--- config.mk ---
export PLATFORM = sky130hd
export DESIGN_NAME = fcw_cordic_cell
export DESIGN_NICKNAME = d
export VERILOG_FILES = /design/src/rtl/fcw_pkg.sv /design/src/rtl/fcw_cordic_cell.sv
export SDC_FILE = /design/constraint.sdc
export NUM_CORES = 1
export LEC_CHECK = 0
export BUFFER_PORTS_ARGS = -buffer_cell sky130_fd_sc_hd__buf_4
export CORE_MARGIN = 2
export CORE_UTILIZATION = 50
export CTS_CLUSTER_SIZE = 10
export DETAILED_ROUTE_END_ITERATION = 6
export PLACE_DENSITY = 0.73
export SYNTH_ARGS = -nofsm -noshare
export SYNTH_HDL_FRONTEND = slang
export SYNTH_SLANG_ARGS = --single-unit
--- constraint.sdc ---
create_clock -name clk -period 2.12 [get_ports clk]
set_clock_uncertainty 0.2 [all_clocks]
set_input_delay 0.424 -clock clk [delete_from_list [all_inputs] [get_ports clk]]
set_output_delay 0.424 -clock clk [all_outputs]
set_load 0.01 [all_outputs]
--- src/rtl/fcw_pkg.sv ---
// Shared types, constants and the color wheel table for the flow color wheel.
// No dependencies; every rtl file imports it.
package fcw_pkg;

    localparam int NCOLS       = 55;
    localparam int CORDIC_N    = 20;
    localparam int SQRT_N      = 28;
    localparam int DIV_N       = 28;
    localparam int ZW          = 26;
    localparam int XW          = 36;
    localparam logic [22:0] QUARTER = 23'd4194304;
    localparam logic [14:0] MAX_MOTION_RST = 15'd2560;

    // register index, taken from paddr[2]
    localparam logic REG_MAX_MOTION = 1'b0;

    typedef logic [23:0] wheel_rom_t [NCOLS];

    typedef struct packed {
        logic                 vld;
        logic                 fv;
        logic signed [XW-1:0] x;
        logic signed [XW-1:0] y;
        logic signed [ZW-1:0] z;
        logic [31:0]          s;
        logic                 fx_neg;
        logic                 fy_neg;
        logic                 ax_zero;
        logic                 ay_zero;
    } cordic_t;

    typedef struct packed {
        logic        vld;
        logic        fv;
        logic [23:0] h;
        logic [55:0] v;
        logic [56:0] r;
    } sqrt_t;

    typedef struct packed {
        logic        vld;
        logic        fv;
        logic [23:0] h;
        logic [27:0] n;
        logic [14:0] rem;
        logic [27:0] q;
    } div_t;

    function automatic logic [21:0] atan_turns(input logic [4:0] i);
        logic [21:0] a;
        begin
            case (i)
                5'd0:    a = 22'd2097152;
                5'd1:    a = 22'd1238021;
                5'd2:    a = 22'd654136;
                5'd3:    a = 22'd332050;
                5'd4:    a = 22'd166669;
                5'd5:    a = 22'd83416;
                5'd6:    a = 22'd41718;
                5'd7:    a = 22'd20860;
                5'd8:    a = 22'd10430;
                5'd9:    a = 22'd5215;
                5'd10:   a = 22'd2608;
                5'd11:   a = 22'd1304;
                5'd12:   a = 22'd652;
                5'd13:   a = 22'd326;
                5'd14:   a = 22'd163;
                5'd15:   a = 22'd81;
                5'd16:   a = 22'd41;
                5'd17:   a = 22'd20;
                5'd18:   a = 22'd10;
                5'd19:   a = 22'd5;
                default: a = 22'd0;
            endcase
            return a;
        end
    endfunction

    // Evaluated at elaboration only.
    function automatic wheel_rom_t build_wheel();
        wheel_rom_t w;
        int r;
        int g;
        int b;
        int k;
        begin
            for (int i = 0; i < NCOLS; i++) begin
                k = i;
                if (k < 15) begin
                    r = 255; g = 255 * k / 15; b = 0;
                end else if (k < 21) begin
                    k = k - 15; r = 255 - 255 * k / 6; g = 255; b = 0;
                end else if (k < 25) begin
                    k = k - 21; r = 0; g = 255; b = 255 * k / 4;
                end else if (k < 36) begin
                    k = k - 25; r = 0; g = 255 - 255 * k / 11; b = 255;
                end else if (k < 49) begin
                    k = k - 36; r = 255 * k / 13; g = 0; b = 255;
                end else begin
                    k = k - 49; r = 255; g = 0; b = 255 - 255 * k / 6;
                end
                w[i] = {8'(r), 8'(g), 8'(b)};
            end
            return w;
        end
    endfunction

    localparam wheel_rom_t WHEEL_ROM = build_wheel();

endpackage

--- src/rtl/fcw_cordic_cell.sv ---
// One vectoring CORDIC iteration with its pipeline register.
// Depends on fcw_pkg.
module fcw_cordic_cell (
    input  logic            clk,
    input  logic            rst_n,
    input  logic            en,
    input  logic [4:0]      idx,
    input  fcw_pkg::cordic_t d_in,
    output fcw_pkg::cordic_t d_out
);
    import fcw_pkg::*;

    cordic_t d_reg;
    cordic_t d_next;
    logic signed [XW-1:0] dx;
    logic signed [XW-1:0] dy;
    logic [ZW-1:0] a;

    always_comb
    begin
        d_next = d_in;
        dx = d_in.y >>> idx;
        dy = d_in.x >>> idx;
        a  = ZW'(atan_turns(idx));
        if (d_in.y > 0)
        begin
            d_next.x = d_in.x + dx;
            d_next.y = d_in.y - dy;
            d_next.z = d_in.z + $signed(a);
        end
        else
        begin
            d_next.x = d_in.x - dx;
            d_next.y = d_in.y + dy;
            d_next.z = d_in.z - $signed(a);
        end
    end

    always_ff @(posedge clk or negedge rst_n)
    begin
        if (!rst_n)
            d_reg <= '0;
        else if (en)
            d_reg <= d_next;
    end

    assign d_out = d_reg;
endmodule

==> metrics.txt, run 1 <==
Initial Util 51.0%; outcome aborted with a tool error; post-GRT worst EP d_out[133]$_DFFE_PN0P_/D; largest net degree at the start of global routing just under 70; Mapped Nets around 2200; flop and latch count out of synthesis 136; Max clock buf depth 2; clock root cell clkbuf_16; synth warn 0; GRT Overall Usage between 80 and 90%; dpl hpwl ~70 mm; EDFF count, synth 0; TritonCTS Buffers 17; Async S/R FF share, synth 100%; Die Ht 192 µm; Stopped at global routing (5_1_grt); placed instance count ~3400; Avg Inst Size Synth 8.87 µm²; Top Ports 280; Place WS -4.14 ns; H-tree lvl count 4; routability congestion estimate from global placement 1.04; gate count of the mapped netlist ~2000; Most used DFF post-synth dfrtp_1; Seq/Total Area, Yosys between 15 and 20%; tool error [ERROR GRT-0232] Routing congestion too high. Check the congestion heatmap in the GUI.; # rows 68; post-synth cell types between 90 and 100; # port buffers between 200 and 300; mapped cell area between 15000 and 20000 µm²; residual overflow from global routing approximately 730; Clock Sinks about 140; worst endpoint type register input; Die X slightly below 200 µm
## metal layers
metal	track usage [%]	overflow
met1	85.8	18
met2	103	409
met3	78.5	25
met4	96.8	273
met5	48.5	1
## synthesized netlist by cell type (9+ instances only)
| cell | instances | area [µm²] |
|---|---|---|
| a211oi_1 | 21 | 158 |
| a21o_1 | 49 | 368 |
| a21oi_1 | 151 | 756 |
| a22oi_1 | 15 | 113 |
| a31oi_1 | 23 | 144 |
| and2_1 | 12 | 75.1 |
| and3_1 | 21 | 131 |
| buf_1 | 20 | 75.1 |
| buf_2 | 19 | 95.1 |
| buf_4 | 9 | 67.6 |
| buf_6 | 12 | 135 |
| clkbuf_1 | 65 | 244 |
| dfrtp_1 | 136 | 3400 |
| ha_1 | 103 | 1290 |
| inv_1 | 50 | 188 |
| mux2_1 | 9 | 101 |
| mux2_2 | 112 | 1260 |
| mux2i_1 | 71 | 711 |
| mux4_2 | 88 | 1980 |
| nand2_1 | 147 | 552 |
| nand2b_1 | 17 | 106 |
| nand3_1 | 41 | 205 |
| nand4_1 | 13 | 81.3 |
| nor2_1 | 136 | 510 |
| nor2b_1 | 34 | 213 |
| nor3_1 | 44 | 220 |
| nor3b_1 | 15 | 113 |
| nor4_1 | 20 | 125 |
| o211ai_1 | 18 | 135 |
| o21a_1 | 20 | 150 |
| o21ai_0 | 98 | 490 |
| o21bai_1 | 12 | 90.1 |
| o22ai_1 | 23 | 144 |
| o31ai_1 | 27 | 203 |
| or3_1 | 15 | 93.8 |
| xnor2_1 | 90 | 788 |
| xor2_1 | 53 | 464 |
## timing repair
| action | 4_1_cts |
|---|---|
| setup buffers | 94 |
| pin swaps | 157 |
| setup endpoints to repair | 98 |
| gates resized for setup | 311 |
| hold buffers | 34 |
| gates cloned | 5 |
| endpoints found under the hold margin | 169 |
## stage by stage
stage / hold slack [ns] / cell area, µm²
4_1_cts: 0.000933 / 29600
3_5_place_dp: 0.229 / 26500
3_3_place_gp: 0.220 / 26500
2_1_floorplan: -0.0716 / 18500
## kinds of logic after synthesis
logic type,synth area share [%]
AOI/OAI and AO/OA,22.5
xor gates and xnor gates,7.07
adders and majority gates,7.62
buffers and inverters,4.67
DFF,19.2
muxes,23.0
and+or+nand+nor,15.9
==> run 2, diff against run 1 <==
CORE_UTILIZATION = 35   (was 50)
CTS_CLUSTER_SIZE = unset   (was 10)
PLACE_DENSITY = unset   (was 0.73)
PLACE_DENSITY_LB_ADDON = 0.15   (was unset)
==> metrics.txt, run 2 <==
outcome finished with violations; violated checks negative setup slack; Final Core Density 64.1%; CTS tree done; TritonCTS Buffers 17; H-tree lvl count 4; final setup margin -3.10 ns; worst hold slack roughly 0.14 ns; Clock Sinks between 100 and 150; 1st-iter DRT viols around 1600; Max clock buf depth 2; Die Ht roughly 230 µm; Seq/Total Area, Yosys 19.2%; most frequent cell on the critical path buf_4; final instance area 32100 µm²; mapped cell area around 18000 µm²; P_sw between 8 and 9 mW; CP endpoint kind flip-flop; drt pass-1 iters 5; # port buffers approximately 280; CP delay by family, top simple AND/OR/NAND/NOR gates; synth warn 0; post-synth cell types 99; Clock power frac approximately 15%; Data arrival, critical path about 5.4 ns; Crit path largest cell delay ~0.50 ns; share of cells above drive strength 1 59.0%; pwr dens a little under 700 nW/µm²; commonest non-fill, non-tap cell in the layout buf_4; routability congestion estimate from global placement roughly 0.97; gate count of the mapped netlist 1997; CTS clock-pin slew for the worst setup and hold paths approximately 0.07 ns; largest net degree at the start of global routing 44; Final Cycle Share 246%; slew margin rel. between 30% and 40%; Final min period between 5 and 6 ns; Mapped Nets ~2200; largest cells by area after synthesis dfrtp_1 (19%), mux4_2 (11%), ha_1 (7.3%); residual overflow from global routing 0; max reg flops between 100 and 150; Worst Path Buf+Inv 8; startpoint types primary input; Pleak between 10 and 15 nW; Worst-Margin Slew approximately 1.0 ns; Die X 229 µm; Final Slew Violations 0; core box area about 50000 µm²; CP max-delay cell mux4_2; Crit Path Category primary input to flip-flop; Final setup viols 98; Crit Path Max Fanout 7; fmax about 190 MHz; Max IR drop VDD 680 µV; top cell types by occurrence after synthesis a21oi_1 (151), nand2_1 (147), dfrtp_1 (136), nor2_1 (136), mux2_2 (112); final hold vios 0; Synth top area share between 10% and 20%; EDFF count, synth 0; worst endpoint required time ~2.3 ns; global-route wire length before repair between 100 and 150 mm; Antenna Violating Nets Remaining 0; Int Pwr ~13 mW; DR DRC count 0; detailed-route wire length per cell about 24 µm; Async S/R FF share, synth 100%; initial antenna violation count 1; max_cap viols 0; Hold WC Path Type primary input to flip-flop; detailed-route via count 21960; RSZ-0062 raised after global routing true; flop and latch count out of synthesis between 100 and 150; area post-placement roughly 27000 µm²; area delta synth->final 81.3%; clock root cell clkbuf_16; vias in the first global route about 22000; latest clock arrival within the worst-skew pair ~0.50 ns; Avg Inst Size Synth ~8.9 µm²; Top Ports 280; Net Sw Frac between 40% and 50%; most frequent cells in the layout buf_4 (1108), dfrtp_1 (136), nand2_1 (128); # rows 82; GRT Overall Usage 34.0%; Die Footprint 52400 µm²; fill cell count approximately 4200; combinational power share approximately two thirds; post-synth top area cell dfrtp_1; Initial Util a little over a third; Most used DFF post-synth dfrtp_1; setup_tns -225.26 ns; dpl hpwl between 70 and 80 mm; most common cell in the netlist a21oi_1; Final Net Count ~3400; vias per inst around 5.7; routed wire length 92.0 mm; sequential share of power 18.1%; # diodes 0
[run 2: cell counts after synthesis]
No cell type changed its count.
[run 2: cell type report]
| cell class | instances | area, µm² | area share (%) |
|---|---|---|---|
| clock buffer | 17 | 425 | 1.33 |
| clock inverter | 15 | 175 | 0.546 |
| inverter | 56 | 233 | 0.725 |
| multi-input combinational | 1680 | 16200 | 50.4 |
| sequential | 136 | 3400 | 10.6 |
| tap | 672 | 841 | 2.62 |
| timing repair buffer | 1295 | 10800 | 33.8 |
[run 2: power groups by stage]
stage               Sequential [mW]  Clock [mW]  Combinational [mW]
finish                         3.91        3.25                14.4
global route                   4.01        3.41                15.3
CTS                            3.89        3.34                13.1
detailed placement             3.92           0                11.3
global placement               3.88           0                11.3
floorplan                      4.25           0                5.32
[run 2: kinds of logic after synthesis]
logic type,count (synthesis),synth area share [%]
AO/OA/AOI/OAI,591,22.5
XOR/XNOR,143,7.07
adder cells (fa/ha/maj),106,7.62
buffers and inverters,181,4.67
flip-flops,136,19.2
multiplexers,281,23.0
AND/OR/NAND/NOR,559,15.9
[run 2: worst paths after layout]
| path | start | to | slack [ns] | cells past startpoint |
|---|---|---|---|---|
| hold reg to reg | d_out[55] | d_out[55] | 0.29 | 2 |
| setup reg to reg | d_out[58] | d_out[58] | 0.81 | 3 |
| max in group asynchronous | rst_n | d_out[20] | 0.90 | 3 |
| hold / removal | d_in[36] | d_out[36] | 0.14 | 4 |
| min in group asynchronous | rst_n | d_out[71] | 0.22 | 2 |
| setup / recovery | idx[0] | d_out[96] | -3.10 | 28 |
[run 2: worst register-to-register path: stages, from the launching register on]
cell	delay, ns
dfrtp_1	0.40
nor2b_1	0.13
a31o_2	0.21
a311o_1	0.26
[run 2: metrics by stage]
step	setup WS, ns	power [mW]	instances
final	-3.10	21.6	3871
after floorplan	-3.44	9.57	1997
after detailed placement	-3.96	15.3	3640
after global placement	-3.85	15.1	3640
after CTS	-3.00	20.4	3823
after global routing	-3.35	22.7	3871
[run 2: per-layer routing]
layer	vias to the layer above	routed length, µm	share of wire (%)	GRT usage [%]
met5	-	13	0.014	0
met4	2	3420	3.7	13.0
met3	172	5140	5.6	4.95
met2	803	42700	46	55.2
met1	10948	40700	44	45.8
li1	10035	-	-	-
[run 2: timing repair]
item / CTS / global route
setup buffers: 122 / 71
gates cloned: 5 / 0
hold buffers: 39 / 0
pin swaps: 215 / 210
resized for setup: 387 / 222
setup endpoints to repair: 98 / 98
hold endpoints to repair: 106 / 0
Power figures use the tool's default switching activity.
