<file path="src/rtl/fcw_pkg.sv">
// Shared types, constants and the color wheel table for the flow color wheel.
// No dependencies; every rtl file imports it.
package fcw_pkg;

    localparam int NCOLS       = 55;
    localparam int CORDIC_N    = 20;
    localparam int SQRT_N      = 28;
    localparam int DIV_N       = 28;
    localparam int ZW          = 26;
    localparam int XW          = 36;
    localparam logic [22:0] QUARTER = 23'd4194304;
    localparam logic [14:0] MAX_MOTION_RST = 15'd2560;

    // register index, taken from paddr[2]
    localparam logic REG_MAX_MOTION = 1'b0;

    typedef logic [23:0] wheel_rom_t [NCOLS];

    typedef struct packed {
        logic                 vld;
        logic                 fv;
        logic signed [XW-1:0] x;
        logic signed [XW-1:0] y;
        logic signed [ZW-1:0] z;
        logic [31:0]          s;
        logic                 fx_neg;
        logic                 fy_neg;
        logic                 ax_zero;
        logic                 ay_zero;
    } cordic_t;

    typedef struct packed {
        logic        vld;
        logic        fv;
        logic [23:0] h;
        logic [55:0] v;
        logic [56:0] r;
    } sqrt_t;

    typedef struct packed {
        logic        vld;
        logic        fv;
        logic [23:0] h;
        logic [27:0] n;
        logic [14:0] rem;
        logic [27:0] q;
    } div_t;

    function automatic logic [21:0] atan_turns(input logic [4:0] i);
        logic [21:0] a;
        begin
            case (i)
                5'd0:    a = 22'd2097152;
                5'd1:    a = 22'd1238021;
                5'd2:    a = 22'd654136;
                5'd3:    a = 22'd332050;
                5'd4:    a = 22'd166669;
                5'd5:    a = 22'd83416;
                5'd6:    a = 22'd41718;
                5'd7:    a = 22'd20860;
                5'd8:    a = 22'd10430;
                5'd9:    a = 22'd5215;
                5'd10:   a = 22'd2608;
                5'd11:   a = 22'd1304;
                5'd12:   a = 22'd652;
                5'd13:   a = 22'd326;
                5'd14:   a = 22'd163;
                5'd15:   a = 22'd81;
                5'd16:   a = 22'd41;
                5'd17:   a = 22'd20;
                5'd18:   a = 22'd10;
                5'd19:   a = 22'd5;
                default: a = 22'd0;
            endcase
            return a;
        end
    endfunction

    // Evaluated at elaboration only.
    function automatic wheel_rom_t build_wheel();
        wheel_rom_t w;
        int r;
        int g;
        int b;
        int k;
        begin
            for (int i = 0; i < NCOLS; i++) begin
                k = i;
                if (k < 15) begin
                    r = 255; g = 255 * k / 15; b = 0;
                end else if (k < 21) begin
                    k = k - 15; r = 255 - 255 * k / 6; g = 255; b = 0;
                end else if (k < 25) begin
                    k = k - 21; r = 0; g = 255; b = 255 * k / 4;
                end else if (k < 36) begin
                    k = k - 25; r = 0; g = 255 - 255 * k / 11; b = 255;
                end else if (k < 49) begin
                    k = k - 36; r = 255 * k / 13; g = 0; b = 255;
                end else begin
                    k = k - 49; r = 255; g = 0; b = 255 - 255 * k / 6;
                end
                w[i] = {8'(r), 8'(g), 8'(b)};
            end
            return w;
        end
    endfunction

    localparam wheel_rom_t WHEEL_ROM = build_wheel();

endpackage

</file>
<file path="src/rtl/fcw_sqrt_cell.sv">
// One bit of the integer square root with its pipeline register.
// Depends on fcw_pkg.
module fcw_sqrt_cell (
    input  logic           clk,
    input  logic           rst_n,
    input  logic           en,
    input  logic [4:0]     idx,
    input  fcw_pkg::sqrt_t d_in,
    output fcw_pkg::sqrt_t d_out
);
    import fcw_pkg::*;

    sqrt_t d_reg;
    sqrt_t d_next;
    logic [5:0]  sh;
    logic [56:0] b;
    logic [56:0] t;

    always_comb
    begin
        d_next = d_in;
        sh = 6'd54 - {idx, 1'b0};
        b  = 57'd1 << sh;
        t  = d_in.r + b;
        if ({1'b0, d_in.v} >= t)
        begin
            d_next.v = d_in.v - t[55:0];
            d_next.r = (d_in.r >> 1) + b;
        end
        else
        begin
            d_next.r = d_in.r >> 1;
        end
    end

    always_ff @(posedge clk or negedge rst_n)
    begin
        if (!rst_n)
            d_reg <= '0;
        else if (en)
            d_reg <= d_next;
    end

    assign d_out = d_reg;
endmodule

</file>
<file path="config.mk">
export PLATFORM = sky130hd
export DESIGN_NAME = fcw_sqrt_cell
export DESIGN_NICKNAME = d
export VERILOG_FILES = /design/src/rtl/fcw_pkg.sv /design/src/rtl/fcw_sqrt_cell.sv
export SDC_FILE = /design/constraint.sdc
export NUM_CORES = 1
export LEC_CHECK = 0
export BUFFER_PORTS_ARGS = -buffer_cell sky130_fd_sc_hd__buf_2
export CORE_ASPECT_RATIO = 1.5
export CORE_MARGIN = 2
export CORE_UTILIZATION = 60
export DETAILED_ROUTE_END_ITERATION = 6
export GPL_ROUTABILITY_DRIVEN = 0
export PLACE_DENSITY = 0.95
export RECOVER_POWER = 50
export SLEW_MARGIN = 20
export SYNTH_ARGS = -nofsm -noshare
export SYNTH_HDL_FRONTEND = slang
export SYNTH_SLANG_ARGS = --single-unit
</file>
<file path="constraint.sdc">
create_clock -name clk -period 2.75 [get_ports clk]
set_input_delay 0.275 -clock clk [delete_from_list [all_inputs] [get_ports clk]]
set_output_delay 0.275 -clock clk [all_outputs]
set_load 0.02 [all_outputs]
</file>
==> impl_metrics.json, run 1 <==
{
  "synth_area_um2": 14440,
  "dp_hpwl_mm": 54.22,
  "ios": 286,
  "syn_inst": 1866,
  "synthArstFlopShare_pct": 100.0,
  "syn_nets": 2107,
  "ys_seq_elements": 139,
  "synth_top_area_cell": "dfrtp_1",
  "dieWidth_um": 130.7,
  "syn_area_per_cell_um2": 7.739,
  "yosys-top-cells-count": "nand2_1, nor2_1, a21oi_1, dfrtp_1, o21ai_0",
  "grt_pass1_wl_mm": 190.0,
  "grt_max_degree": 126,
  "synth.area.top_cells": "dfrtp_1, ha_1, xnor2_1, nand2_1, a21oi_1",
  "synth_edf_count": 0,
  "ys_seq_area_share_pct": 24.09,
  "clk_path_buf_depth": 2,
  "synth.most_common_cell": "nand2_1",
  "grt-ovfl-total": 1259,
  "clock_sinks": 139,
  "grt_usage_pct": 96.46,
  "haltStage": "global routing",
  "root_buffer": "clkbuf_16",
  "dp_slack_ns": -4.455,
  "ys_warn_count": 0,
  "port_buffers": 285,
  "numCtsBuffers": 17,
  "ys_types": 90,
  "stop_error": "[ERROR GRT-0116] Global routing finished with congestion. Check the congestion regions in the DRC Viewer.",
  "rows": 69,
  "synth_ff_type": "dfrtp_1",
  "start_util_pct": 61.05,
  "h-tree-depth": 4,
  "status": "aborted with a tool error",
  "grt_pass1_vias": 29352,
  "synth_top_area_share_pct": 24.09,
  "die_h_um": 194.0
}
## what timing repair did
item | CTS
pin swaps | 84
hold buffers | 1
gates resized for setup | 213
cloned | 13
endpoints found under the setup margin | 113
setup buffers | 31
endpoints found under the hold margin | 26
## cells by family after synthesis
| kind of cell | share of synthesized area, % |
|---|---|
| AND/OR/NAND/NOR | 22.22 |
| multiplexers | 3.154 |
| XOR/XNOR | 9.808 |
| buffers and inverters | 4.401 |
| adder cells (fa/ha/maj) | 8.681 |
| flip-flops | 24.09 |
| AO/OA/AOI/OAI | 27.65 |
## through the flow
| stage | instances | instance area, µm² |
|---|---|---|
| after CTS | 3020 | 22580 |
| after detailed placement | 2944 | 20480 |
| after global placement | 2944 | 20480 |
| after floorplan | 1866 | 14670 |
## layer usage
metal / GRT usage [%] / GRT overflow
met5: 51.32 / 0
met4: 104.5 / 367
met3: 81.73 / 23
met2: 113.7 / 854
met1: 90.51 / 15
==> run 2: changes to the inputs <==
Settings changed: CORE_ASPECT_RATIO 1.5 to not set, CORE_UTILIZATION 60 to 40, PLACE_DENSITY 0.95 to not set, PLACE_DENSITY_LB_ADDON set to 0.15.
==> run 2 against run 1 <==
The flow now finishes, with violations (capacitance limit, slew limit, setup timing). Area after synthesis did not move. Synthesized cell count did not move.
==> impl_metrics.json, run 2 <==
{
  "status": "complete, but fails checks",
  "violations": "capacitance limit, slew limit, setup timing",
  "grt_usage_pct": 31.86,
  "internal_power_mw": 5.414,
  "synth_edf_count": 0,
  "dieWidth_um": 194.0,
  "p_per_area_nw_per_um2": 385.9,
  "power_frac_comb_pct": 44.4,
  "r2r_start": "d_out[53]",
  "fin_crit_ns": 6.026,
  "hold_class": "input pin to register",
  "p_clk_share_pct": 27.9,
  "setup_viol": 113,
  "dp_slack_ns": -4.075,
  "finalWorstSetupSlack_ns": -3.276,
  "ys_seq_area_share_pct": 24.09,
  "hold_violations": 0,
  "nets": 2959,
  "drv_slew": 125,
  "ios": 286,
  "switching_share_pct": 37.52,
  "firstDrtPassIters": 5,
  "syn_to_final_growth_pct": 55.49,
  "cp.arrival_ns": 6.33,
  "synth_area_um2": 14440,
  "synth_ff_type": "dfrtp_1",
  "dp_hpwl_mm": 47.31,
  "ys_types": 90,
  "path_max_fanout": 15,
  "relSlewSlack_pct": -36.22,
  "final_common_cell": "buf_4",
  "cp.required_ns": 3.05,
  "synth_top_area_cell": "dfrtp_1",
  "port_buffers": 285,
  "rows": 69,
  "die_h_um": 194.0,
  "routed_via_density": 5.646,
  "worst_slew_pin_slew_ns": 2.043,
  "syn_nets": 2107,
  "start_kind": "input pin",
  "crit_start": "idx[2]",
  "rsz0062_at_grt": "yes",
  "power.total_mw": 8.665,
  "core-area_um2": 35570,
  "syn_inst": 1866,
  "start_util_pct": 40.60,
  "grt_pass1_wl_mm": 95.74,
  "synth.area.top_cells": "dfrtp_1, ha_1, xnor2_1, nand2_1, a21oi_1",
  "cts_tree": "done",
  "synth.most_common_cell": "nand2_1",
  "drtIter0Drc": 1663,
  "utilization_pct": 63.13,
  "hold_depth": 2,
  "grt-ovfl-total": 0,
  "crit_path_end_kind": "register",
  "crit_path_frequent_cell": "o21ai_4",
  "grt_pass1_vias": 17636,
  "finalCritPeriodShare_pct": 219.1,
  "ys_seq_elements": 139,
  "numCtsBuffers": 17,
  "synthArstFlopShare_pct": 100.0,
  "largest_reg_flops": 139,
  "clk_path_buf_depth": 2,
  "die_area_um2": 37640,
  "ff2ff_setup_slack_ns": 1.73,
  "ys_warn_count": 0,
  "r2r_end": "d_out[53]",
  "finClkSkew_ns": 0,
  "switchingPower_mw": 3.251,
  "maxCapViolations": 2,
  "cts.clk_slew.worst_paths_ns": 0.06,
  "routed_wirelength_mm": 60.81,
  "leakagePower_nw": 10.36,
  "grt_max_degree": 86,
  "crit_type": "input pin to register",
  "clock_sinks": 139,
  "synth_top_area_share_pct": 24.09,
  "final_cell_mix": "buf_4, buf_2, nand2_1",
  "yosys-top-cells-count": "nand2_1, nor2_1, a21oi_1, dfrtp_1, o21ai_0",
  "antenna_found_initial": 2,
  "syn_area_per_cell_um2": 7.739,
  "num_vias": 18021,
  "seq_power_share_pct": 27.7,
  "worst_r2r_path_depth": 3,
  "cp-endpoint": "d_out[24]",
  "drive_gt1_share_pct": 40.60,
  "postRouteAntennaNets": 0,
  "vdd.ir_drop.worst_uv": 493.6,
  "clock.fmax_mhz": 165.9,
  "drc": 0,
  "max_stage_delay_ns": 0.45,
  "wl_per_cell_um": 19.05,
  "crit_path_top_delay_cell": "a2111o_1",
  "root_buffer": "clkbuf_16",
  "h-tree-depth": 4,
  "clkLatencyLatePin_ns": 0.45
}
[run 2: worst min path at each step]
stage	from	endpoint	slack, ns
after CTS	d_in[131]	d_out[131]	0.03
after floorplan	rst_n	d_out[0]	-0.02
final	d_in[131]	d_out[131]	0.05
after global routing	d_in[122]	d_out[122]	0.04
after global placement	rst_n	d_out[132]	0.20
after detailed placement	rst_n	d_out[132]	0.20
[run 2: logic make-up (layout without fill, tap and decap cells)]
logic type	count (synthesis)	after routing	synth area share, %
DFF	139	139	24.09
AOI/OAI and AO/OA	614	614	27.65
muxes	42	42	3.154
xor gates and xnor gates	160	160	9.808
buffers and inverters	157	1020	4.401
other	0	2	0
and+or+nand+nor	653	653	22.22
adders and majority gates	101	101	8.681
[run 2: power groups by stage]
| stage | clock network (mW) | logic [mW] | registers (mW) |
|---|---|---|---|
| floorplan | 0 | 1.64 | 2.70 |
| global placement | 0 | 3.55 | 2.43 |
| detailed placement | 0 | 3.60 | 2.43 |
| CTS | 2.48 | 3.77 | 2.40 |
| global route | 2.55 | 4.14 | 2.43 |
| finish | 2.42 | 3.84 | 2.40 |
[run 2: area by class of cell]
| type | count | area, µm² |
|---|---|---|
| clock buffer | 20 | 466.7 |
| sequential | 139 | 3478 |
| clock inverter | 10 | 117.6 |
| multi-input combinational | 1570 | 10950 |
| fill | 3158 | 13110 |
| inverter | 37 | 138.9 |
| tap | 461 | 576.8 |
| timing repair buffer | 953 | 6718 |
| antenna | 2 | 5.005 |
[run 2: worst max-delay path: cells and delay by family]
kind | cells | cell delay (ns)
buffers and inverters | 6 | 0.85
adder cells (fa/ha/maj) | 3 | 0.67
AO/OA/AOI/OAI | 12 | 2.18
XOR/XNOR | 2 | 0.22
AND/OR/NAND/NOR | 9 | 2.10
[run 2: repair_timing]
item                                   in CTS  in global routing
endpoints found under the hold margin      35                  0
setup endpoints to repair                 113                113
pin swaps                                  61                 47
gates resized for setup                   111                 38
gates cloned                                7                  0
buffers inserted                           15                  7
hold buffers                                1                  0
[run 2: per-layer routing]
metal,GRT usage [%],up-vias,part of all wire (%)
met4,11.73,0,3.4
met3,5.288,132,7.1
met2,49.74,770,44
met5,0,-,0
met1,44.22,8504,46
li1,-,8615,-
[run 2: per-stage QoR]
step	hold WS, ns	area [µm²]	std cells	setup TNS (ns)
after floorplan	-0.02059	14670	1866	-376.75
after global routing	0.04162	22460	3192	-395.62
after global placement	0.1964	20960	3130	-437.78
after CTS	0.02923	22310	3183	-339.41
after detailed placement	0.1983	20960	3130	-446.80
final	0.04966	22460	3192	-352.32
(Power assumes the default switching activity.)
==> run 3: changes to the inputs <==
Clock period 2.75 ns to 6.6 ns, I/O delays scaled along.
==> run 3 against run 2 <==
The run ends with capacitance limit, slew limit left. Via count fell by 10%. Sequential power fell by 58%. Worst setup slack improved by 3.5 ns. Sequential share of layout area rose by 3.1 points. Largest cell class unchanged.
==> impl_metrics.json, run 3 (synthesis results as in run 2) <==
{
  "status": "complete, but fails checks",
  "violations": "capacitance limit, slew limit",
  "postRouteAntennaNets": 0,
  "wl_per_cell_um": 19.33,
  "relSlewSlack_pct": -190.6,
  "cts.clk_slew.worst_paths_ns": 0.06,
  "cp.arrival_ns": 6.70,
  "drv_slew": 72,
  "grt_pass1_vias": 15165,
  "clock_sinks": 139,
  "hold_class": "input pin to register",
  "die_h_um": 194.0,
  "top_layer": "met4",
  "finClkSkew_ns": 0,
  "root_buffer": "clkbuf_16",
  "syn_to_final_growth_pct": 29.41,
  "routed_wirelength_mm": 53.82,
  "wl_met2_mm": 23.24,
  "start_util_pct": 40.60,
  "maxCapViolations": 1,
  "final_common_cell": "buf_4",
  "drc": 0,
  "numCtsBuffers": 17,
  "utilization_pct": 52.54,
  "power.total_mw": 3.297,
  "grt_pass1_wl_mm": 84.34,
  "die_area_um2": 37640,
  "port_buffers": 285,
  "hold_violations": 0,
  "clkLatencyLatePin_ns": 0.45,
  "place_area_um2": 18090,
  "ctsHoldBuffers": 0,
  "leakagePower_nw": 7.952,
  "wl_met1_mm": 25.84,
  "crit_path_end_kind": "register",
  "place_inst": 2746,
  "p_per_area_nw_per_um2": 176.4,
  "clk_path_buf_depth": 2,
  "firstDrtPassIters": 6,
  "largest_reg_flops": 139,
  "drive_gt1_share_pct": 23.04,
  "finalCritPeriodShare_pct": 95.93,
  "routed_via_density": 5.794,
  "setup_viol": 0,
  "worst_slew_pin_slew_ns": 4.358,
  "grt-ovfl-total": 0,
  "dp_hpwl_mm": 42.79,
  "clock.fmax_mhz": 157.9,
  "final_cell_mix": "buf_4, nand2_1, nor2_1",
  "cts_tree": "done",
  "whs_ns": 0.4399,
  "vdd.ir_drop.worst_uv": 228.5,
  "grt_max_degree": 89,
  "rsz0062_at_grt": "yes",
  "ios": 286,
  "antenna_found_initial": 1,
  "nets": 2550,
  "stdcell_area_um2": 18690,
  "start_kind": "input pin",
  "drtIter0Drc": 1552,
  "path_max_fanout": 35,
  "cp.required_ns": 6.97,
  "fin_crit_ns": 6.331,
  "core-area_um2": 35570,
  "stdcell_count": 2784,
  "crit_type": "input pin to register",
  "num_vias": 16131,
  "dieWidth_um": 194.0,
  "dr_wl_met3_mm": 3.553,
  "h-tree-depth": 4,
  "grt_usage_pct": 27.82,
  "rows": 69
}
run 3: final cells by class:
| type | instances | area (µm²) |
|---|---|---|
| Fill cell | 3567 | 16880 |
| Multi-Input combinational cell | 1570 | 10530 |
| Sequential cell | 139 | 3478 |
| Timing Repair Buffer | 544 | 3379 |
| Tap cell | 461 | 576.8 |
| Clock buffer | 22 | 464.2 |
| Inverter | 37 | 138.9 |
| Clock inverter | 10 | 116.4 |
| Antenna cell | 1 | 2.502 |
run 3: power by group:
group          internal (mW)  total (mW)  switching (mW)
Sequential             0.945        1.00          0.0542
Clock                  0.576       0.992           0.415
Combinational          0.516        1.31           0.790
run 3: through the flow:
step	setup slack, ns	TNS (ns)
2_1_floorplan	-0.04769	-0.6282
3_3_place_gp	-0.2897	-18.36
3_5_place_dp	-0.4202	-34.03
4_1_cts	0.04041	0
5_1_grt	-0.06211	-0.7667
6_report	0.2686	0
run 3: worst paths after layout:
path | from | to | slack, ns | cells past startpoint
worst max register to register | d_out[53] | d_out[53] | 5.54 | 3
worst min-delay path | d_in[114] | d_out[114] | 0.44 | 2
worst min register to register | d_out[50] | d_out[50] | 0.48 | 1
min in group asynchronous | rst_n | d_out[32] | 1.75 | 1
max in group asynchronous | rst_n | d_out[56] | 2.25 | 2
worst max-delay path | idx[2] | d_out[45] | 0.27 | 28
run 3: layer usage:
metal / vias up / track usage, %
met4: 0 / 8.221
met3: 77 / 3.827
met1: 7599 / 41.05
met5: - / 0
met2: 665 / 42.05
li1: 7790 / -
run 3: critical path: stages:
cell	delay, ns
buf_2	0.13
ha_4	0.18
xnor2_4	0.26
nor3_2	0.10
ha_1	0.34
nand4_1	0.09
or3_1	0.40
a2111o_1	0.43
a21oi_4	0.22
nor2_2	0.08
o31ai_2	0.25
a31oi_2	0.16
nor4_2	0.24
nor2_1	0.09
xor2_1	0.15
ha_1	0.32
nand3_2	0.10
or3_4	0.39
nand2b_4	0.16
o21ai_2	0.17
o22ai_1	0.08
or3_1	0.38
a21oi_1	0.14
nand4b_1	0.18
and2_4	0.28
buf_12	0.18
or3_1	0.35
a31oi_1	0.19
run 3: what timing repair did:
| item | 4_1_cts | 5_1_grt |
|---|---|---|
| setup buffers | 0 | 3 |
| setup endpoints to repair | 0 | 113 |
| resized for setup | 0 | 25 |
