<file path="src/rtl/fcw_pkg.sv">
// Shared types, constants and the color wheel table for the flow color wheel.
// No dependencies; every rtl file imports it.
package fcw_pkg;

    localparam int NCOLS       = 55;
    localparam int CORDIC_N    = 20;
    localparam int SQRT_N      = 28;
    localparam int DIV_N       = 28;
    localparam int ZW          = 26;
    localparam int XW          = 36;
    localparam logic [22:0] QUARTER = 23'd4194304;
    localparam logic [14:0] MAX_MOTION_RST = 15'd2560;

    // register index, taken from paddr[2]
    localparam logic REG_MAX_MOTION = 1'b0;

    typedef logic [23:0] wheel_rom_t [NCOLS];

    typedef struct packed {
        logic                 vld;
        logic                 fv;
        logic signed [XW-1:0] x;
        logic signed [XW-1:0] y;
        logic signed [ZW-1:0] z;
        logic [31:0]          s;
        logic                 fx_neg;
        logic                 fy_neg;
        logic                 ax_zero;
        logic                 ay_zero;
    } cordic_t;

    typedef struct packed {
        logic        vld;
        logic        fv;
        logic [23:0] h;
        logic [55:0] v;
        logic [56:0] r;
    } sqrt_t;

    typedef struct packed {
        logic        vld;
        logic        fv;
        logic [23:0] h;
        logic [27:0] n;
        logic [14:0] rem;
        logic [27:0] q;
    } div_t;

    function automatic logic [21:0] atan_turns(input logic [4:0] i);
        logic [21:0] a;
        begin
            case (i)
                5'd0:    a = 22'd2097152;
                5'd1:    a = 22'd1238021;
                5'd2:    a = 22'd654136;
                5'd3:    a = 22'd332050;
                5'd4:    a = 22'd166669;
                5'd5:    a = 22'd83416;
                5'd6:    a = 22'd41718;
                5'd7:    a = 22'd20860;
                5'd8:    a = 22'd10430;
                5'd9:    a = 22'd5215;
                5'd10:   a = 22'd2608;
                5'd11:   a = 22'd1304;
                5'd12:   a = 22'd652;
                5'd13:   a = 22'd326;
                5'd14:   a = 22'd163;
                5'd15:   a = 22'd81;
                5'd16:   a = 22'd41;
                5'd17:   a = 22'd20;
                5'd18:   a = 22'd10;
                5'd19:   a = 22'd5;
                default: a = 22'd0;
            endcase
            return a;
        end
    endfunction

    // Evaluated at elaboration only.
    function automatic wheel_rom_t build_wheel();
        wheel_rom_t w;
        int r;
        int g;
        int b;
        int k;
        begin
            for (int i = 0; i < NCOLS; i++) begin
                k = i;
                if (k < 15) begin
                    r = 255; g = 255 * k / 15; b = 0;
                end else if (k < 21) begin
                    k = k - 15; r = 255 - 255 * k / 6; g = 255; b = 0;
                end else if (k < 25) begin
                    k = k - 21; r = 0; g = 255; b = 255 * k / 4;
                end else if (k < 36) begin
                    k = k - 25; r = 0; g = 255 - 255 * k / 11; b = 255;
                end else if (k < 49) begin
                    k = k - 36; r = 255 * k / 13; g = 0; b = 255;
                end else begin
                    k = k - 49; r = 255; g = 0; b = 255 - 255 * k / 6;
                end
                w[i] = {8'(r), 8'(g), 8'(b)};
            end
            return w;
        end
    endfunction

    localparam wheel_rom_t WHEEL_ROM = build_wheel();

endpackage

</file>
<file path="src/rtl/fcw_div_cell.sv">
// One quotient bit of the restoring divider with its pipeline register.
// Depends on fcw_pkg.
module fcw_div_cell (
    input  logic          clk,
    input  logic          rst_n,
    input  logic          en,
    input  logic [14:0]   m,
    input  fcw_pkg::div_t d_in,
    output fcw_pkg::div_t d_out
);
    import fcw_pkg::*;

    div_t d_reg;
    div_t d_next;
    logic [15:0] sh;
    logic        qb;

    always_comb
    begin
        d_next = d_in;
        sh = {d_in.rem, d_in.n[27]};
        qb = (sh >= {1'b0, m});
        d_next.rem = qb ? 15'(sh - {1'b0, m}) : sh[14:0];
        d_next.n   = d_in.n << 1;
        d_next.q   = {d_in.q[26:0], qb};
    end

    always_ff @(posedge clk or negedge rst_n)
    begin
        if (!rst_n)
            d_reg <= '0;
        else if (en)
            d_reg <= d_next;
    end

    assign d_out = d_reg;
endmodule

</file>
<file path="config.mk">
export PLATFORM = sky130hd
export DESIGN_NAME = fcw_div_cell
export DESIGN_NICKNAME = d
export VERILOG_FILES = /design/src/rtl/fcw_pkg.sv /design/src/rtl/fcw_div_cell.sv
export SDC_FILE = /design/constraint.sdc
export NUM_CORES = 1
export LEC_CHECK = 0
export BUFFER_PORTS_ARGS = -buffer_cell sky130_fd_sc_hd__buf_2
export CELL_PAD_IN_SITES_DETAIL_PLACEMENT = 2
export CELL_PAD_IN_SITES_GLOBAL_PLACEMENT = 2
export CORE_MARGIN = 1
export CORE_UTILIZATION = 28
export DETAILED_ROUTE_END_ITERATION = 10
export GPL_TIMING_DRIVEN = 1
export HOLD_SLACK_MARGIN = 0.15
export PLACE_DENSITY = 0.88
export SYNTH_ARGS = -nofsm -noshare
export SYNTH_HDL_FRONTEND = slang
export SYNTH_SLANG_ARGS = --single-unit
</file>
<file path="constraint.sdc">
create_clock -name clk -period 1.05 [get_ports clk]
set_input_delay 0.2625 -clock clk [delete_from_list [all_inputs] [get_ports clk]]
set_output_delay 0.2625 -clock clk [all_outputs]
set_load 0.01 [all_outputs]
</file>
Word-level counts from Yosys, hierarchy flattened:

Index checks and enable logic that the tools add are counted.
Widths: inputs -> output; s select.

* add/sub/neg operators: 1
* magnitude comparators: 1
* multiplexer cells: 1

Operators by type and width (number)
* $ge 16x15->1: 1
* $mux 15: 1
* $sub 15x15->15: 1

* register bits: 96
* input bits: 115
* output and inout bits: 97

Depth between registers and ports, before layout:

Gate-level depths: netlist (run 1).

* depth in word-level cells: 2
* depth in mapped cells: 12
* depth with buffers taken out: 10

Worst setup path before layout (run 1):

OpenSTA, ideal clock, no wires.

* kind: input to register
* start: input m[7]
* end: register d_reg (netlist bit d_out[33])
* library setup time: 0.082 ns
* data arrival time: 2.328 ns
* slack: -1.360 ns
* stages: 10
* buffers on the path: 1
* cells stage by stage: inv_1 -> ha_1 -> nand2_1 -> or4_1 -> a2111oi_0 -> or3_1 -> buf_6 -> inv_2 -> or3_1 -> a31oi_1

* word-level cells in the longest chain between the ends: 2

RTL lines
* from (decl): RTL line fcw_div_cell.sv:7 `input logic [14:0] m,`
* $ge 16x15->1: RTL line fcw_div_cell.sv:22 `qb = (sh >= {1'b0, m});`
* $mux 15: RTL line fcw_div_cell.sv:23 `d_next.rem = qb ? 15'(sh - {1'b0, m}) : sh[14:0];`
* to (signal assigned): RTL line fcw_div_cell.sv:33 `d_reg <= d_next;`
* to (decl): RTL line fcw_div_cell.sv:13 `div_t d_reg;`

Every way passes these cells.
A chain may end at the register's enable or synchronous reset.

Worst setup path in the final report (run 1):

* start: input d_in[37] (netlist name)
* end: register d_reg (netlist bit d_out[33])

* word-level cells in the longest chain between the ends: 2

RTL lines
* from (decl): RTL line fcw_div_cell.sv:8 `input fcw_pkg::div_t d_in,`
* $ge 16x15->1: RTL line fcw_div_cell.sv:22
* $mux 15: RTL line fcw_div_cell.sv:23

Every way passes these cells.

==> results of run 1 <==
[power by group through the flow]
| stage | Clock (W) | Combinational, W | Sequential (W) |
|---|---|---|---|
| floorplan | 0 | 0.00100 | 0.00459 |
| global placement | 0 | 0.00235 | 0.00438 |
| detailed placement | 0 | 0.00252 | 0.00444 |
| CTS | 0.00334 | 0.00320 | 0.00440 |
| global route | 0.00358 | 0.00410 | 0.00454 |
| finish | 0.00339 | 0.00392 | 0.00450 |
[worst reg2reg max path: cells and delay by family, from the launching register on]
| kind | cells | cell delay [ps] |
|---|---|---|
| multiplexers | 1 | 280 |
| buffers and inverters | 2 | 290 |
| flip-flops | 1 | 400 |
[through the flow]
| stage | util | std cells |
|---|---|---|
| floorplan | - | 369 |
| global placement | 0.404 | 822 |
| detailed placement | 0.404 | 822 |
| CTS | 0.482 | 904 |
| global route | 0.520 | 944 |
| finish | 0.520 | 944 |
[area by class of cell]
class / count / area (um^2) / area share
Clock buffer: 12 / 267 / 0.0334
Antenna cell: 1 / 2.50 / 0.000314
Tap cell: 211 / 264 / 0.0331
Inverter: 20 / 87.6 / 0.0110
Timing Repair Buffer: 366 / 2750 / 0.345
Sequential cell: 96 / 2400 / 0.302
Multi-Input combinational cell: 235 / 2170 / 0.272
Clock inverter: 3 / 25.0 / 0.00314
[cells in the final DEF (no fill, tap or decap), drive strengths merged, types with 2 or more instances in the layout]
cell type	count
a211oi	2
a21oi	15
a31oi	14
a41oi	2
buf	347
clkbuf	12
dfrtp	96
dlygate4sd3	19
ha	15
inv	21
mux2	80
nand2	35
nand2b	3
nand3	2
nand4	2
nor2	20
nor2b	2
o21a	2
o21ai	13
o21bai	2
or3	2
or4	2
xnor2	8
[how the worst max path moves through the flow]
stage,from,endpoint,slack [ps],depth (start not counted)
finish,d_in[37],d_out[33],-1050,9
CTS,d_in[32],d_out[33],-930,9
floorplan,m[4],d_out[33],-1190,10
global route,m[1],d_out[41],-1160,10
detailed placement,m[11],d_out[41],-1470,11
global placement,m[4],d_out[33],-1410,10
[layer usage]
layer | wire (um) | part of all wire | GRT usage
met1 | 9230 | 0.36 | 0.275
met2 | 14300 | 0.55 | 0.527
met3 | 1430 | 0.055 | 0.0586
met4 | 983 | 0.038 | 0.104
met5 | 13 | 0.00050 | 0
[logic make-up (layout without fill, tap and decap cells)]
kind of cell,count (synthesis),after routing,share of synthesized area
buffers and inverters,38,401,0.0352
other,1,2,0.000850
muxes,81,81,0.206
DFF,96,96,0.544
AOI/OAI and AO/OA,58,58,0.0802
and+or+nand+nor,70,70,0.0680
xor gates and xnor gates,9,9,0.0179
adders and majority gates,16,16,0.0471
[timing repair]
action | 4_1_cts | 5_1_grt
hold endpoints to repair | 114 | 0
pin swaps | 20 | 13
endpoints found under the setup margin | 112 | 112
buffers inserted | 48 | 39
resized for setup | 80 | 54
hold buffers | 19 | 0
==> summary.md, run 1 <==
| Metric | Value |
|---|---|
| TritonCTS clock tree | `yes` |
| Crit path buffers/inverters | `2` |
| VDD IR max | `0.735 mV` |
| Net switching power figure | `0.00379 W` |
| WS Path Type | `in2reg` |
| Min-Delay Endpoint | `d_out[25]` |
| FF-to-FF Start | `d_out[65]` |
| Full die area | `0.0163 mm^2` |
| Flops & latches, synth | `96` |
| Worst R2R Path Depth | `3` |
| Max Slew Vio Count | `0` |
| Design area | `0.00797 mm^2` |
| Initial cell density of the core | `0.288` |
| Sequential Power Share | `0.381` |
| Share of layout cells above drive strength 1 | `0.673` |
| Leakage power | `3.86 nW` |
| DR vias | `4,643` |
| Cell taking the most area after synthesis | `dfrtp_1` |
| Hold_sp | `d_in[24]` |
| Top-area cell type share of the netlist area | `0.544` |
| Reg2reg end | `d_out[65]` |
| Critical Path Fanout Max | `4` |
| Clock Root Buffer | `clkbuf_16` |
| Total negative setup slack | `-25,990 ps` |
| Min Tclk post-route | `2100 ps` |
| Int Pwr | `0.00802 W` |
| Run status | `finished with violations` |
| CTS buffer count | `9` |
| Critical path's slowest cell | `or4_4` |
| Net count after synthesis | `500` |
| Critical Path AT | `2350 ps` |
| Wirelength per Cell | `27.5 um` |
| FMAX | `477 MHz` |
| Count leader, synth | `dfrtp_1` |
| Mean Syn Cell Area | `12.0 um^2` |
| Clock skew | `0 ps` |
| Die width | `128 um` |
| # DRC | `0` |
| Crit-path max cell delay | `550 ps` |
| Clock latency on the worst-skew pair | `340 ps` |
| Hold path cells | `2` |
| Synth async-reset ratio | `1.00` |
| Final ANT Viol Nets | `0` |
| Placed inst area | `0.00619 mm^2` |
| Max Cap Viol | `0` |
| Die Ht | `128 um` |
| Synth top cells by count | `dfrtp_1, mux2_2, nand2_1` |
| Post-synthesis cell count | `369` |
| Total GRT Usage | `0.269` |
| Part of the power in combinational logic | `0.332` |
| Period utilization | `2.00` |
| Worst R2R Setup Slack | `-40 ps` |
| First-pass GRT wire length | `31.9 mm` |
| Sw Ratio | `0.321` |
| Area of the core | `0.0153 mm^2` |
| Crit-path cells | `buf_2 > ha_1 > nand4_1 > or4_4 > a21oi_2 > or3_4 > inv_4 > or3_1 > a31oi_1` |
| Row Count | `45` |
| Max reg flops | `96` |
| Post-DP HPWL | `13.2 mm` |
| Total iterations of the first detailed-routing run | `4` |
| Total chip power | `0.0118 W` |
| Hold Slack | `152 ps` |
| Post-synth cell types | `40` |
| Final RePlAce weighted congestion | `0.800` |
| # IOs | `212` |
| Vias per std cell | `4.92` |
| Dominant cells by area after synthesis | `dfrtp_1, mux2_2, ha_1, nand2_1, a31oi_1` |
| Number of antenna violations at the first check in global routing | `2` |
| Final setup viols | `121` |
| CTS HTree Levels | `3` |
| Failing checks | `negative setup slack` |
| I/O Buffers | `209` |
| Post-synth EDFFs | `0` |
| Layout fillers | `1,542` |
| Final hold vios | `0` |
| Largest net degree at the start of global routing | `46` |
| PD cells | `1480 mW/mm^2` |
| Clock slew at reported path FFs | `80 ps` |
| Area Overhead vs Synth | `80.6%` |
| Endpoint class of the critical path | `register` |
| Initial DRC count | `171` |
| Unrepaired setup endpoints after global routing | `yes` |
| Synth Cell Area | `0.00441 mm^2` |
| Max Buffers Root-to-Sink | `2` |
| Clock Power Share | `0.287` |
| Nets@finish | `859` |
| Drt total wl | `26.0 mm` |
| Ys flop type | `dfrtp_1` |
| Setup WS pre-CTS | `-1470 ps` |
| Family with the most delay on the worst path | `simple AND/OR/NAND/NOR gates` |
| Required time of the critical path | `1310 ps` |
| CTS sink count | `96` |
| Grt ovf | `0` |
| Setup ws final | `-1050 ps` |
| Register area share after synthesis | `0.544` |
| Worst hold path type | `in2reg` |
| Number of global-route vias before repair | `5,056` |
| CP startpoint kind | `input port` |
| Yosys warns | `0` |
(Power assumes the default switching activity.)
==> inputs of run 2 (changes only) <==
Settings changed: CELL_PAD_IN_SITES_DETAIL_PLACEMENT 2 to 1, CELL_PAD_IN_SITES_GLOBAL_PLACEMENT 2 to 1, CORE_UTILIZATION 28 to 36, CTS_BUF_LIST from default to sky130_fd_sc_hd__clkbuf_8, PLACE_DENSITY 0.88 to 0.9.
==> run 2 against run 1 <==
The run still ends with negative setup slack left. Critical path depth rose by 2. Design area rose by 0.35%. Die area fell by 22%. Non-clock buffer count rose by 22. Global-route usage rose by 3.4 points. Sequential share of layout area fell by 0.10 points. Via count rose by 2.3%. Worst hold slack improved by 3.6 ps. Clock power fell by 23%. Setup slack got worse by 47 ps. Cell count fell by 4.3%.
==> summary.md, run 2 (synthesis results as in run 1) <==
| Metric | Value |
|---|---|
| Run status | `finished with violations` |
| Failing checks | `negative setup slack` |
| Post-DP HPWL | `10.8 mm` |
| Grt ovf | `0` |
| Final RePlAce weighted congestion | `0.855` |
| Number of global-route vias before repair | `5,134` |
| Total negative setup slack | `-26,790 ps` |
| Area of the core | `0.0120 mm^2` |
| Clock latency on the worst-skew pair | `350 ps` |
| Placed cells | `756` |
| Initial cell density of the core | `0.369` |
| Final setup viols | `114` |
| Worst hold path type | `in2reg` |
| TritonCTS clock tree | `yes` |
| Number of antenna violations at the first check in global routing | `2` |
| Finished Layout Cells | `903` |
| Area Overhead vs Synth | `81.2%` |
| Final hold vios | `0` |
| Layout Utilization | `0.668` |
| Row Count | `40` |
| Full die area | `0.0127 mm^2` |
| Met1 Wirelength | `7.64 mm` |
| Share of layout cells above drive strength 1 | `0.617` |
| Max Buffers Root-to-Sink | `2` |
| Max Cap Viol | `0` |
| Wirelength per Cell | `24.3 um` |
| Period utilization | `2.04` |
| VDD IR max | `0.574 mV` |
| Highest Signal Layer | `met4` |
| First-pass GRT wire length | `28.7 mm` |
| Total chip power | `0.0108 W` |
| Drt total wl | `22.0 mm` |
| # IOs | `212` |
| Leakage power | `3.84 nW` |
| Die width | `113 um` |
| Commonest non-fill, non-tap cells in the layout | `buf_2, buf_4, dfrtp_1, mux2_2, dlygate4sd3_1` |
| Total iterations of the first detailed-routing run | `5` |
| I/O Buffers | `209` |
| Initial DRC count | `257` |
| WS Path Type | `in2reg` |
| PD cells | `1350 mW/mm^2` |
| Min Tclk post-route | `2140 ps` |
| Critical Path AT | `2390 ps` |
| Required time of the critical path | `1300 ps` |
| Most common cell after layout, fill and taps aside | `buf_2` |
| Setup ws final | `-1090 ps` |
| Final ANT Viol Nets | `0` |
| CP startpoint kind | `input port` |
| Max reg flops | `96` |
| Endpoint class of the critical path | `register` |
| Nets@finish | `881` |
| Total GRT Usage | `0.303` |
| CTS HTree Levels | `3` |
| Critical Path Fanout Max | `5` |
| DR vias | `4,750` |
| FMAX | `467 MHz` |
| Clock skew | `0 ps` |
| Met2 Routed Length | `12.0 mm` |
| Clock slew at reported path FFs | `110 ps` |
| Die Ht | `113 um` |
| CTS buffer count | `9` |
| Vias per std cell | `5.26` |
| CTS sink count | `96` |
| Met3 wire len | `1.18 mm` |
| Largest net degree at the start of global routing | `42` |
| Setup WS pre-CTS | `-1550 ps` |
| Unrepaired setup endpoints after global routing | `yes` |
| Max Slew Vio Count | `0` |
| # DRC | `0` |
| Clock Root Buffer | `clkbuf_8` |
-- run 2: changes by cell type in the layout (fill, tap and decap cells not counted), moves of 4 or more --
cell and change:
buf_6 -20, clkbuf_8 +7, ha_1 -4, ha_4 +5, buf_4 -25, dlygate4sd3_1 +49, buf_2 +19, clkbuf_16 -9
-- run 2: per-stage QoR --
| step | hold WS [ps] | instance area, um^2 |
|---|---|---|
| CTS | 151 | 7560 |
| detailed placement | 152 | 6090 |
| finish | 155 | 8000 |
| floorplan | -33.1 | 4580 |
| global placement | 143 | 6090 |
| global route | 145 | 8000 |
-- run 2: area by class of cell --
class                           instances  area, um^2
Inverter                               20        87.6
Multi-Input combinational cell        235        2200
Tap cell                              147         184
Fill cell                            1254        3970
Antenna cell                            2        5.00
Clock inverter                          5        57.6
Timing Repair Buffer                  388        2930
Sequential cell                        96        2400
Clock buffer                           10         138
-- run 2: final timing paths --
check                                from         to  slack, ps  cells after the start
worst min-delay path             d_in[17]  d_out[18]        160                      2
max in group asynchronous           rst_n  d_out[57]        130                      3
worst max-delay path                 m[6]  d_out[31]      -1090                     11
min in group asynchronous           rst_n   d_out[1]        380                      2
worst max register to register  d_out[60]  d_out[60]        -20                      3
worst min register to register  d_out[85]  d_out[85]        520                      1
-- run 2: worst max-delay path: stages --
cell and delay [ps]:
buf_2 110, inv_1 80, ha_4 280, nand2_2 70
or4_4 450, a2111oi_4 310, or3_4 220, buf_4 130
buf_6 120, nand2_2 50, a31oi_1 310
-- run 2: routing by layer --
layer  global-route usage  vias to the layer above
met5                    0                        -
met4                0.157                        0
met3               0.0466                       88
met2                0.598                      247
met1                0.304                     2368
li1                     -                     2047
-- run 2: where the power goes --
part	switching [W]	internal (W)	leakage [nW]	total, W
clock network	0.00144	0.00116	0.0962	0.00260
registers	0.000340	0.00411	1.12	0.00445
logic	0.00169	0.00203	2.63	0.00372
-- run 2: what timing repair did --
item | in CTS | in global routing
hold buffers | 68 | 0
pin swaps | 14 | 11
endpoints found under the setup margin | 112 | 112
gates cloned | 2 | 0
hold endpoints to repair | 163 | 0
buffers inserted | 30 | 31
gates resized for setup | 70 | 36
